File: config.mk
export PLATFORM = sky130hd
export DESIGN_NAME = contact_debounce_notch_decoder_top
export DESIGN_NICKNAME = d
export VERILOG_FILES = /design/src/rtl/cdnd_pkg.sv /design/src/rtl/contact_debounce_notch_decoder_top.sv
export VERILOG_INCLUDE_DIRS = /design/src /design/src/rtl
export SDC_FILE = /design/constraint.sdc
export NUM_CORES = 1
export LEC_CHECK = 0
export BUFFER_PORTS_ARGS = -buffer_cell sky130_fd_sc_hd__buf_4
export CORE_AREA = 2 2 76 107
export DETAILED_ROUTE_END_ITERATION = 6
export DIE_AREA = 0 0 78 109
export GPL_TIMING_DRIVEN = 1
export HOLD_SLACK_MARGIN = 0.12
export PLACE_DENSITY = 0.75
export SETUP_SLACK_MARGIN = 0.2
export SLEW_MARGIN = 10
export SYNTH_ARGS = -nofsm -noshare
export SYNTH_HDL_FRONTEND = slang
export SYNTH_SLANG_ARGS = --single-unit
export TNS_END_PERCENT = 50
File: constraint.sdc
create_clock -name clk -period 3.05 [get_ports clk]
set_clock_uncertainty 0.05 [all_clocks]
set_input_delay 0.4575 -clock clk [delete_from_list [all_inputs] [get_ports clk]]
set_output_delay 0.4575 -clock clk [all_outputs]
set_load 0.02 [all_outputs]
File: src/rtl/assert_macros.svh
// Assertion macros used by the RTL top level.
`ifndef ASSERT_MACROS_SVH
`define ASSERT_MACROS_SVH

// Checks that an implication holds at every rising edge outside reset.
`define ASSERT_CLK(label, clk, rst, prop, msg) \
  label: assert property (@(posedge clk) disable iff (rst) prop) else $error(msg);

// Checks that a condition holds at every rising edge, also during reset.
`define ASSERT_ALWAYS(label, clk, cond, msg) \
  label: assert property (@(posedge clk) cond) else $error(msg);

`endif

File: src/rtl/cdnd_pkg.sv
// Package of contact codes, notch decoders and level tables for the lever decoder.
package cdnd_pkg;

  localparam int SampleWidth = 17;

  localparam logic [SampleWidth-1:0] SAMPLE_RESET = '1;
  localparam logic [3:0] BRAKE_NOTCH_RESET = 4'd9;

  localparam logic [1:0] REV_FORWARD = 2'b10;
  localparam logic [1:0] REV_REVERSE = 2'b01;

  localparam logic signed [15:0] REV_LEVEL_FORWARD = 16'sh7FFF;
  localparam logic signed [15:0] REV_LEVEL_REVERSE = 16'sh8000;
  localparam logic signed [15:0] REV_LEVEL_NEUTRAL = 16'sh0000;

  localparam logic [4:0] POWER_CODE_P5 = 5'b00000;
  localparam logic [4:0] POWER_CODE_P4 = 5'b10000;
  localparam logic [4:0] POWER_CODE_P3 = 5'b11000;
  localparam logic [4:0] POWER_CODE_P2 = 5'b11100;
  localparam logic [4:0] POWER_CODE_P1 = 5'b11110;

  localparam logic [6:0] BRAKE_CODE_B0 = 7'b1111111;
  localparam logic [6:0] BRAKE_CODE_B1 = 7'b1111011;
  localparam logic [6:0] BRAKE_CODE_B2 = 7'b1100101;
  localparam logic [6:0] BRAKE_CODE_B3 = 7'b1101101;
  localparam logic [6:0] BRAKE_CODE_B4 = 7'b1001101;
  localparam logic [6:0] BRAKE_CODE_B5 = 7'b1011101;
  localparam logic [6:0] BRAKE_CODE_B6 = 7'b1010101;
  localparam logic [6:0] BRAKE_CODE_B7 = 7'b1000101;
  localparam logic [6:0] BRAKE_CODE_B8 = 7'b0000101;
  localparam logic [6:0] BRAKE_CODE_EB = 7'b1111110;

  function automatic logic [2:0] decode_power(input logic [4:0] code);
    case (code)
      POWER_CODE_P5: decode_power = 3'd5;
      POWER_CODE_P4: decode_power = 3'd4;
      POWER_CODE_P3: decode_power = 3'd3;
      POWER_CODE_P2: decode_power = 3'd2;
      POWER_CODE_P1: decode_power = 3'd1;
      default:       decode_power = 3'd0;
    endcase
  endfunction

  function automatic logic [3:0] decode_brake(input logic [6:0] code, input logic [3:0] held);
    case (code)
      BRAKE_CODE_B0: decode_brake = (held <= 4'd2) ? held : 4'd0;
      BRAKE_CODE_B1: decode_brake = 4'd1;
      BRAKE_CODE_B2: decode_brake = 4'd2;
      BRAKE_CODE_B3: decode_brake = 4'd3;
      BRAKE_CODE_B4: decode_brake = 4'd4;
      BRAKE_CODE_B5: decode_brake = 4'd5;
      BRAKE_CODE_B6: decode_brake = 4'd6;
      BRAKE_CODE_B7: decode_brake = 4'd7;
      BRAKE_CODE_B8: decode_brake = 4'd8;
      BRAKE_CODE_EB: decode_brake = 4'd9;
      default:       decode_brake = held;
    endcase
  endfunction

  // Full scale times the notch over five notches, truncated.
  function automatic logic [14:0] power_level(input logic [2:0] notch);
    case (notch)
      3'd1:    power_level = 15'd6553;
      3'd2:    power_level = 15'd13106;
      3'd3:    power_level = 15'd19660;
      3'd4:    power_level = 15'd26213;
      3'd5:    power_level = 15'd32767;
      default: power_level = 15'd0;
    endcase
  endfunction

  // Full scale times the notch over nine notches, truncated.
  function automatic logic [14:0] brake_level(input logic [3:0] notch);
    case (notch)
      4'd1:    brake_level = 15'd3640;
      4'd2:    brake_level = 15'd7281;
      4'd3:    brake_level = 15'd10922;
      4'd4:    brake_level = 15'd14563;
      4'd5:    brake_level = 15'd18203;
      4'd6:    brake_level = 15'd21844;
      4'd7:    brake_level = 15'd25485;
      4'd8:    brake_level = 15'd29126;
      4'd9:    brake_level = 15'd32767;
      default: brake_level = 15'd0;
    endcase
  endfunction

endpackage

File: src/rtl/contact_debounce_notch_decoder_top.sv
// Lever contact debouncer and notch decoder, top level.
// Each input word is one scan of 17 active-low lever contacts; each scan gives exactly one
// output word with the debounced reverser level, power and brake notches, their levels scaled
// to 0..32767, the debounced buttons and a flag for any change. A contact's debounced value
// follows a new sample only when two consecutive scans agree. A scan is held in an input
// register, decoded in one pass against the debounce and brake-notch state, and stored in an
// output register, so a word can be accepted every cycle unless both registers are full
// and out_ready is low; the output register lets the next scan enter while a result waits.
`include "assert_macros.svh"

module contact_debounce_notch_decoder_top (
  input  logic               clk,
  input  logic               rst,
  input  logic               in_valid,
  output logic               in_ready,
  input  logic [1:0]         reverser_contacts,
  input  logic [4:0]         power_contacts,
  input  logic [6:0]         brake_contacts,
  input  logic [2:0]         button_contacts,
  output logic               out_valid,
  input  logic               out_ready,
  output logic               changed,
  output logic signed [15:0] reverser_level,
  output logic [2:0]         power_notch,
  output logic [14:0]        power_level,
  output logic [3:0]         brake_notch,
  output logic [14:0]        brake_level,
  output logic [2:0]         buttons
);

  logic                                  sample_valid;
  logic [cdnd_pkg::SampleWidth-1:0]      sample;
  logic [cdnd_pkg::SampleWidth-1:0]      prior_sample;
  logic [cdnd_pkg::SampleWidth-1:0]      debounced_contacts;
  logic [cdnd_pkg::SampleWidth-1:0]      debounced_contacts_next;
  logic [cdnd_pkg::SampleWidth-1:0]      take;
  logic [3:0]                            last_brake_notch;
  logic [3:0]                            brake_notch_next;
  logic [2:0]                            power_notch_next;
  logic signed [15:0]                    reverser_level_next;
  logic                                  advance;

  assign advance  = sample_valid && (!out_valid || out_ready);
  assign in_ready = !sample_valid || advance;

  always_comb begin
    take = (sample ^ debounced_contacts) & ~(sample ^ prior_sample);
    debounced_contacts_next = (debounced_contacts & ~take) | (sample & take);
    case (debounced_contacts_next[1:0])
      cdnd_pkg::REV_FORWARD: reverser_level_next = cdnd_pkg::REV_LEVEL_FORWARD;
      cdnd_pkg::REV_REVERSE: reverser_level_next = cdnd_pkg::REV_LEVEL_REVERSE;
      default:               reverser_level_next = cdnd_pkg::REV_LEVEL_NEUTRAL;
    endcase
    power_notch_next = cdnd_pkg::decode_power(debounced_contacts_next[6:2]);
    brake_notch_next = cdnd_pkg::decode_brake(debounced_contacts_next[13:7], last_brake_notch);
  end

  always_ff @(posedge clk) begin
    if (rst) begin
      sample_valid <= 1'b0;
    end else if (in_ready) begin
      sample_valid <= in_valid;
    end
    if (in_valid && in_ready) begin
      sample <= {button_contacts, brake_contacts, power_contacts, reverser_contacts};
    end
  end

  always_ff @(posedge clk) begin
    if (rst) begin
      prior_sample       <= cdnd_pkg::SAMPLE_RESET;
      debounced_contacts <= cdnd_pkg::SAMPLE_RESET;
      last_brake_notch   <= cdnd_pkg::BRAKE_NOTCH_RESET;
    end else if (advance) begin
      prior_sample       <= sample;
      debounced_contacts <= debounced_contacts_next;
      last_brake_notch   <= brake_notch_next;
    end
  end

  always_ff @(posedge clk) begin
    if (rst) begin
      out_valid <= 1'b0;
    end else if (advance) begin
      out_valid <= 1'b1;
    end else if (out_ready) begin
      out_valid <= 1'b0;
    end
    if (advance) begin
      changed        <= |take;
      reverser_level <= reverser_level_next;
      power_notch    <= power_notch_next;
      power_level    <= cdnd_pkg::power_level(power_notch_next);
      brake_notch    <= brake_notch_next;
      brake_level    <= cdnd_pkg::brake_level(brake_notch_next);
      buttons        <= debounced_contacts_next[16:14];
    end
  end

  `ASSERT_CLK(a_notch_remembered, clk, rst,
    advance |=> last_brake_notch == brake_notch,
    "remembered brake notch differs from the reported one")
  `ASSERT_CLK(a_change_flag, clk, rst,
    advance && (take != '0) |=> changed && debounced_contacts != $past(debounced_contacts),
    "change flag disagrees with the debounced contacts")
  `ASSERT_CLK(a_stall_only_when_full, clk, rst,
    !in_ready |-> sample_valid && out_valid && !out_ready,
    "input stalled without a full pipeline")
  `ASSERT_CLK(a_power_level_zero, clk, rst,
    out_valid && power_notch == 3'd0 |-> power_level == 15'd0,
    "power level not zero at notch zero")

endmodule

Word level (Yosys, flattened, before mapping) --
Memory sizes are Yosys's and may differ from the RTL's. A register that Yosys moved wholly into a read port is not among the register bits. Cells that the tools add are included.
Word-level totals: register bits after elaboration 99, ROM bits 240, input port bits 21, output and inout port bits 59, logic and storage cells 59, memories 1
Memory list:
- (name not given) | words 16, width 15, rd ports 1, clocked after memory_dff 1, write ports 0, line cdnd_pkg.sv:74 | case (notch)
Cells by class: order comparisons 1, equal/unequal tests 21, muxes and demuxes 7, bitwise gates (word level) 8, reduce and logical (&&, ||, !) cells 9
Operators by type and width (number):
- 15-bit one-hot mux with 5 select lines | 1
- 7-bit == test, second input constant | 9
- 17-bit AND | 3
- 4-bit one-hot mux with 10 select lines | 1
- 17-bit inverter | 2
- 17-bit bitwise XOR | 2
- 16-bit one-hot mux with 2 select lines | 1
- 5-bit == test, second input constant | 4
- 17-bit bitwise OR | 1
- 17-bit OR reduction | 1
- 3-bit one-hot mux with 5 select lines | 1
- 7-bit by 3-bit == test with 1-bit output, second input constant | 1
- 3-bit by 2-bit == test with 1-bit output, second input constant | 2
- 3-bit == test, second input constant | 2
- 5-bit logical NOT | 1
- 4-bit by 2-bit <= comparator with 1-bit output, second input constant | 1
- 4-bit two-way mux | 1
- 3-bit by 1-bit == test with 1-bit output, second input constant | 1
- 2-bit by 1-bit == test with 1-bit output, second input constant | 1
- 2-bit == test, second input constant | 1
- 1-bit logical AND | 2
- 1-bit logical NOT | 2
- 1-bit logical OR | 2
- 1-bit two-way mux | 2
- 2-bit nonzero test | 1

Longest topological paths before layout --
depth after elaboration 10, mapped depth 9, gate-level depth less buffers 8

Worst setup path after synthesis --
No wires, ideal clock.
path kind register to register, start point register sample[12] in the netlist's numbering, end point register brake_level[0] (data pin), arrival 2.254 ns, required time 2.738 ns, setup slack 0.483 ns, cell stages (with the launch flop) 10, cell sequence edfxtp_1 maj3_2 buf_6 xor2_1 a21o_1 a221oi_2 inv_1 ha_1 mux2i_1 o22ai_1
On the way: longest elaborated chain between the ends 8
RTL lines:
- start, declared | line contact_debounce_notch_decoder_top.sv:32 | logic [cdnd_pkg::SampleWidth-1:0] sample;
- start signal, assigned | line contact_debounce_notch_decoder_top.sv:65 | sample <= {button_contacts, brake_contacts, power_contacts, reverser_contacts};
- 17-bit bitwise XOR | line contact_debounce_notch_decoder_top.sv:47 | take = (sample ^ debounced_contacts) & ~(sample ^ prior_sample);
- 17-bit inverter | line contact_debounce_notch_decoder_top.sv:47
- 17-bit AND | line contact_debounce_notch_decoder_top.sv:47
- 17-bit inverter | line contact_debounce_notch_decoder_top.sv:48 | debounced_contacts_next = (debounced_contacts & ~take) | (sample & take);
- 17-bit AND | line contact_debounce_notch_decoder_top.sv:48
- 17-bit bitwise OR (*) | line contact_debounce_notch_decoder_top.sv:48
- 7-bit == test / 7-bit by 3-bit == test with 1-bit output (equally long branches) | line cdnd_pkg.sv:45 | case (code)
- 4-bit one-hot mux with 10 select lines (*) | line cdnd_pkg.sv:45
- net brake_notch_next[0] | line contact_debounce_notch_decoder_top.sv:38 | logic [3:0] brake_notch_next;
- end, declared | line contact_debounce_notch_decoder_top.sv:27 | output logic [14:0] brake_level,
The timed path passes the listed nets; every way through them passes the cells marked *. A chain may end at the register's enable or synchronous reset.

Worst setup path after layout --
Ends and elaborated chain as after synthesis.

==> results by group <==
Power
  – P_int: 1.917 mW
  – Sw frac: 0.2856
  – Peak VDD IR: a little under 0.3 mV
  – Clk pwr share: 0.287
  – Sequential Power Share: 0.509
  – Leak: 1.919 nW
  – Pwr dens: ~570 mW/mm2
  – Switch Pwr: 766.3 uW
  – Combinational share of power: 0.204

GRT
  – Largest net degree at the start of global routing: 60
  – All-layer global routing usage: 0.1844
  – Global route overflow: 0
  – Number of global-route vias before repair: 2839
  – Global-route wire length before repair: 12.32 mm
  – Antenna violations before repair: 0

Timing
  – TNS Setup: 0 ps
  – Worst slew margin: 0.2817
  – Tcrit/Tclk final: 0.8781
  – Period minus WS final: roughly 2700 ps
  – Unrepaired setup endpoints after global routing: no
  – Transition time at the pin with the least slew margin: 1076 ps
  – Post-route setup slack: roughly 370 ps
  – Setup Viol. Count Final: 0
  – Final Hold Fails: 0
  – Max Clock Freq: 373.4 MHz
  – Pins Over Slew Limit: 0

Drt
  – DRC viols: 0
  – M1 wire length: 3.228 mm
  – Pre-antenna DRT Iters: 5
  – Routed length on met3: 365 um
  – Routed wl met2: 3.999 mm
  – Antenna Nets Post-Route: 0
  – Routed len/inst: about 14 um
  – Routed wire length: 7.731 mm
  – Top routing layer used: met4
  – DR vias/cell: 5.407
  – Vias post-DR: approximately 3000
  – Iteration-0 DRC Markers: 127

Cells and area
  – Antenna diodes: 0
  – Reg area: 0.002152 mm2
  – Final core occ: 0.6202
  – Layout cells sized above 1: 0.2583
  – Layout fillers: 648
  – Fin cells: 553
  – Area of the multi-input gates: 0.001608 mm2
  – Final nets: around 480
  – Layout area overhead: 16.00%

Outcome
  – Outcome: finished clean

Worst setup path
  – Crit Path Class: reg2reg
  – Register-to-Register Path Depth: 8
  – Nature of the critical path startpoint: flip-flop
  – CP max FO: 11
  – Slowest-stage cell, CP: o41a_1
  – Slowest stage delay, CP: ~430 ps
  – Crit-path cells: maj3_2 -> nand2_2 -> o41a_1 -> a221oi_2 -> inv_1 -> ha_1 -> mux2i_1 -> o22ai_1
  – Worst path required time: just over 3000 ps
  – CP arrival: roughly 2700 ps
  – Crit. End Element: flip-flop

Floorplan
  – Chip height: 109 um
  – Die ar.: 0.008502 mm2
  – Ports: 80
  – Die W: 78 um
  – Initial Utilization: 0.5347
  – Cell Rows: 38
  – Core footprint: 0.007607 mm2

Clock network
  – Bufs on Longest Clock Path: 2
  – CTS tree: yes
  – CTS clock-pin slew for the worst setup and hold paths: roughly 80 ps
  – Clk_lat worst skew: about 350 ps
  – CTS Sinks: 85
  – CTS Hold Bufs: 0
  – CTS HTree Levels: 3
  – Resized cells post-CTS: 0
  – Num CTS Buffers: 9
  – Setup bufs post-CTS: 0
  – Clk Tree Root Cell: clkbuf_8

Place
  – Final Wtd Congestion: between 0.8 and 0.9
  – Port Buffers: 79
  – # placed instances: 537
  – Dpl hpwl: 5.283 mm
  – DP Worst Slack: roughly 430 ps

Synth
  – Syn nets: approximately 430
  – Mapped cell area: 0.004068 mm2
  – Top_reg_cell synth: edfxtp_1
  – Post-synth EDFFs: 45
  – Yosys warnings: 0
  – Synth cell types: 56
  – Fraction of registers with async set/reset: 0
  – Avg Cell Area, Syn: 10.22 um2
  – Yosys reg bits: 85
  – Syn Inst Count: 398
  – Post-synthesis sequential area ratio: 0.5291

Worst hold path
  – Min-Delay Path Class: in2reg
  – Hold Path Depth: 1

Run
  – Max Cap Viol: 0
==> power groups by stage <==
stage | Sequential, mW | Combinational (mW) | Clock (mW)
after floorplan | 1.42 | 0.375 | 0
after global placement | 1.39 | 0.539 | 0
after detailed placement | 1.39 | 0.548 | 0
after CTS | 1.36 | 0.550 | 0.789
after global routing | 1.37 | 0.601 | 0.838
final | 1.36 | 0.547 | 0.771
==> logic make-up (layout without fill, tap and decap cells) <==
group | after synthesis | count (layout) | share of synthesized area
AND/OR/NAND/NOR | 157 | 157 | 0.1895
AO/OA/AOI/OAI | 85 | 85 | 0.1480
flip-flops | 85 | 85 | 0.5291
buffers and inverters | 50 | 105 | 0.07567
adder cells (fa/ha/maj) | 13 | 13 | 0.03906
XOR/XNOR | 4 | 4 | 0.008614
multiplexers | 4 | 4 | 0.01015
==> worst max-delay path, delay by kind of cell (launching register included) <==
kind / cells / cell delay, ps
AOI/OAI and AO/OA: 3 / 860
adders and majority gates: 2 / 660
DFF: 1 / 410
buffers and inverters: 1 / 180
muxes: 1 / 160
and+or+nand+nor: 1 / 110
==> final cells by class <==
class                      instances  share of cell area
sequential                        85              0.4561
multi-input combinational        263              0.3408
timing repair buffer              82              0.1305
clock buffer                      10             0.02705
tap                              100             0.02652
clock inverter                     6             0.01352
inverter                           7            0.005569
==> layer usage <==
layer  track usage  vias up
met5             0        -
met4       0.09649        0
met3       0.03228       13
met2        0.3337       88
met1        0.2064     1394
li1              -     1495
==> metrics by stage <==
step                area [um2]  hold slack, ps  power [mW]
CTS                       4718           212.0       2.703
global route              4718           212.1       2.813
floorplan                 4068           394.4       1.791
detailed placement        4527           425.4       1.938
global placement          4527           409.3       1.924
finish                    4718           228.1       2.683
==> path summary, 6_finish.rpt <==
path              slack, ps               start         endpoint
setup reg to reg        370          sample[12]   brake_level[0]
setup / recovery        370          sample[12]   brake_level[0]
hold / removal          230  button_contacts[1]       sample[15]
hold reg to reg         440     prior_sample[0]  prior_sample[0]
==> state kept, by name, summed over array words and instances (netlist names) <==
| signal | flops |
|---|---|
| debounced_contacts | 17 |
| prior_sample | 17 |
| sample | 17 |
| brake_level | 9 |
| power_level | 6 |
| brake_notch | 4 |
| last_brake_notch | 4 |
| buttons | 3 |
| power_notch | 3 |
| reverser_level | 2 |
| changed | 1 |
| out_valid | 1 |
| sample_valid | 1 |
==> Yosys cell counts, types with 2 or more instances <==
library cell | count | area, um2
dfxtp_1 | 40 | 800.8
o21ai_1 | 2 | 10.01
a2111oi_0 | 2 | 17.52
nand4_1 | 2 | 12.51
a221oi_1 | 2 | 17.52
a211o_1 | 9 | 78.83
xnor2_1 | 3 | 26.28
maj3_4 | 2 | 27.53
and2_1 | 2 | 12.51
nor2b_1 | 9 | 56.30
nor4_1 | 2 | 12.51
ha_1 | 6 | 75.07
o21ai_0 | 10 | 50.05
a21oi_1 | 22 | 110.1
a211oi_1 | 3 | 22.52
maj3_2 | 5 | 56.30
edfxtp_1 | 45 | 1351
buf_1 | 2 | 7.510
inv_2 | 2 | 7.510
nand3_1 | 6 | 30.03
o22ai_1 | 6 | 37.54
o21bai_1 | 2 | 15.01
clkbuf_1 | 10 | 37.54
a22o_1 | 2 | 17.52
a21o_1 | 5 | 37.54
mux2i_1 | 3 | 30.03
buf_4 | 30 | 225.2
nand2b_1 | 2 | 12.51
nand3b_1 | 23 | 172.7
nor2_1 | 33 | 123.9
nor3_1 | 7 | 35.03
o21a_1 | 6 | 45.04
nand2_1 | 64 | 240.2
inv_1 | 5 | 18.77
o211ai_1 | 3 | 22.52
==> placed cells by master (no fill, tap or decap), types with 2 or more instances in the layout <==
master / count
xnor2_1: 3
a211o_1: 9
nand2_1: 64
o21bai_1: 2
nand4_1: 2
inv_2: 3
a2111oi_0: 2
nor2_1: 33
clkbuf_8: 9
nor4_1: 2
dfxtp_1: 40
a221oi_1: 2
nor3_1: 7
o21ai_0: 10
buf_4: 82
a22o_1: 2
o21ai_1: 2
nand2b_1: 2
clkinv_2: 2
o22ai_1: 6
and2_1: 2
edfxtp_1: 45
a21oi_1: 22
clkinvlp_4: 2
maj3_2: 5
ha_1: 6
a211oi_1: 3
a21o_1: 5
o211ai_1: 3
o21a_1: 6
inv_1: 4
nor2b_1: 9
maj3_4: 2
nand3b_1: 23
mux2i_1: 3
nand3_1: 6
Note: power is estimated with default switching activity, not from simulation.
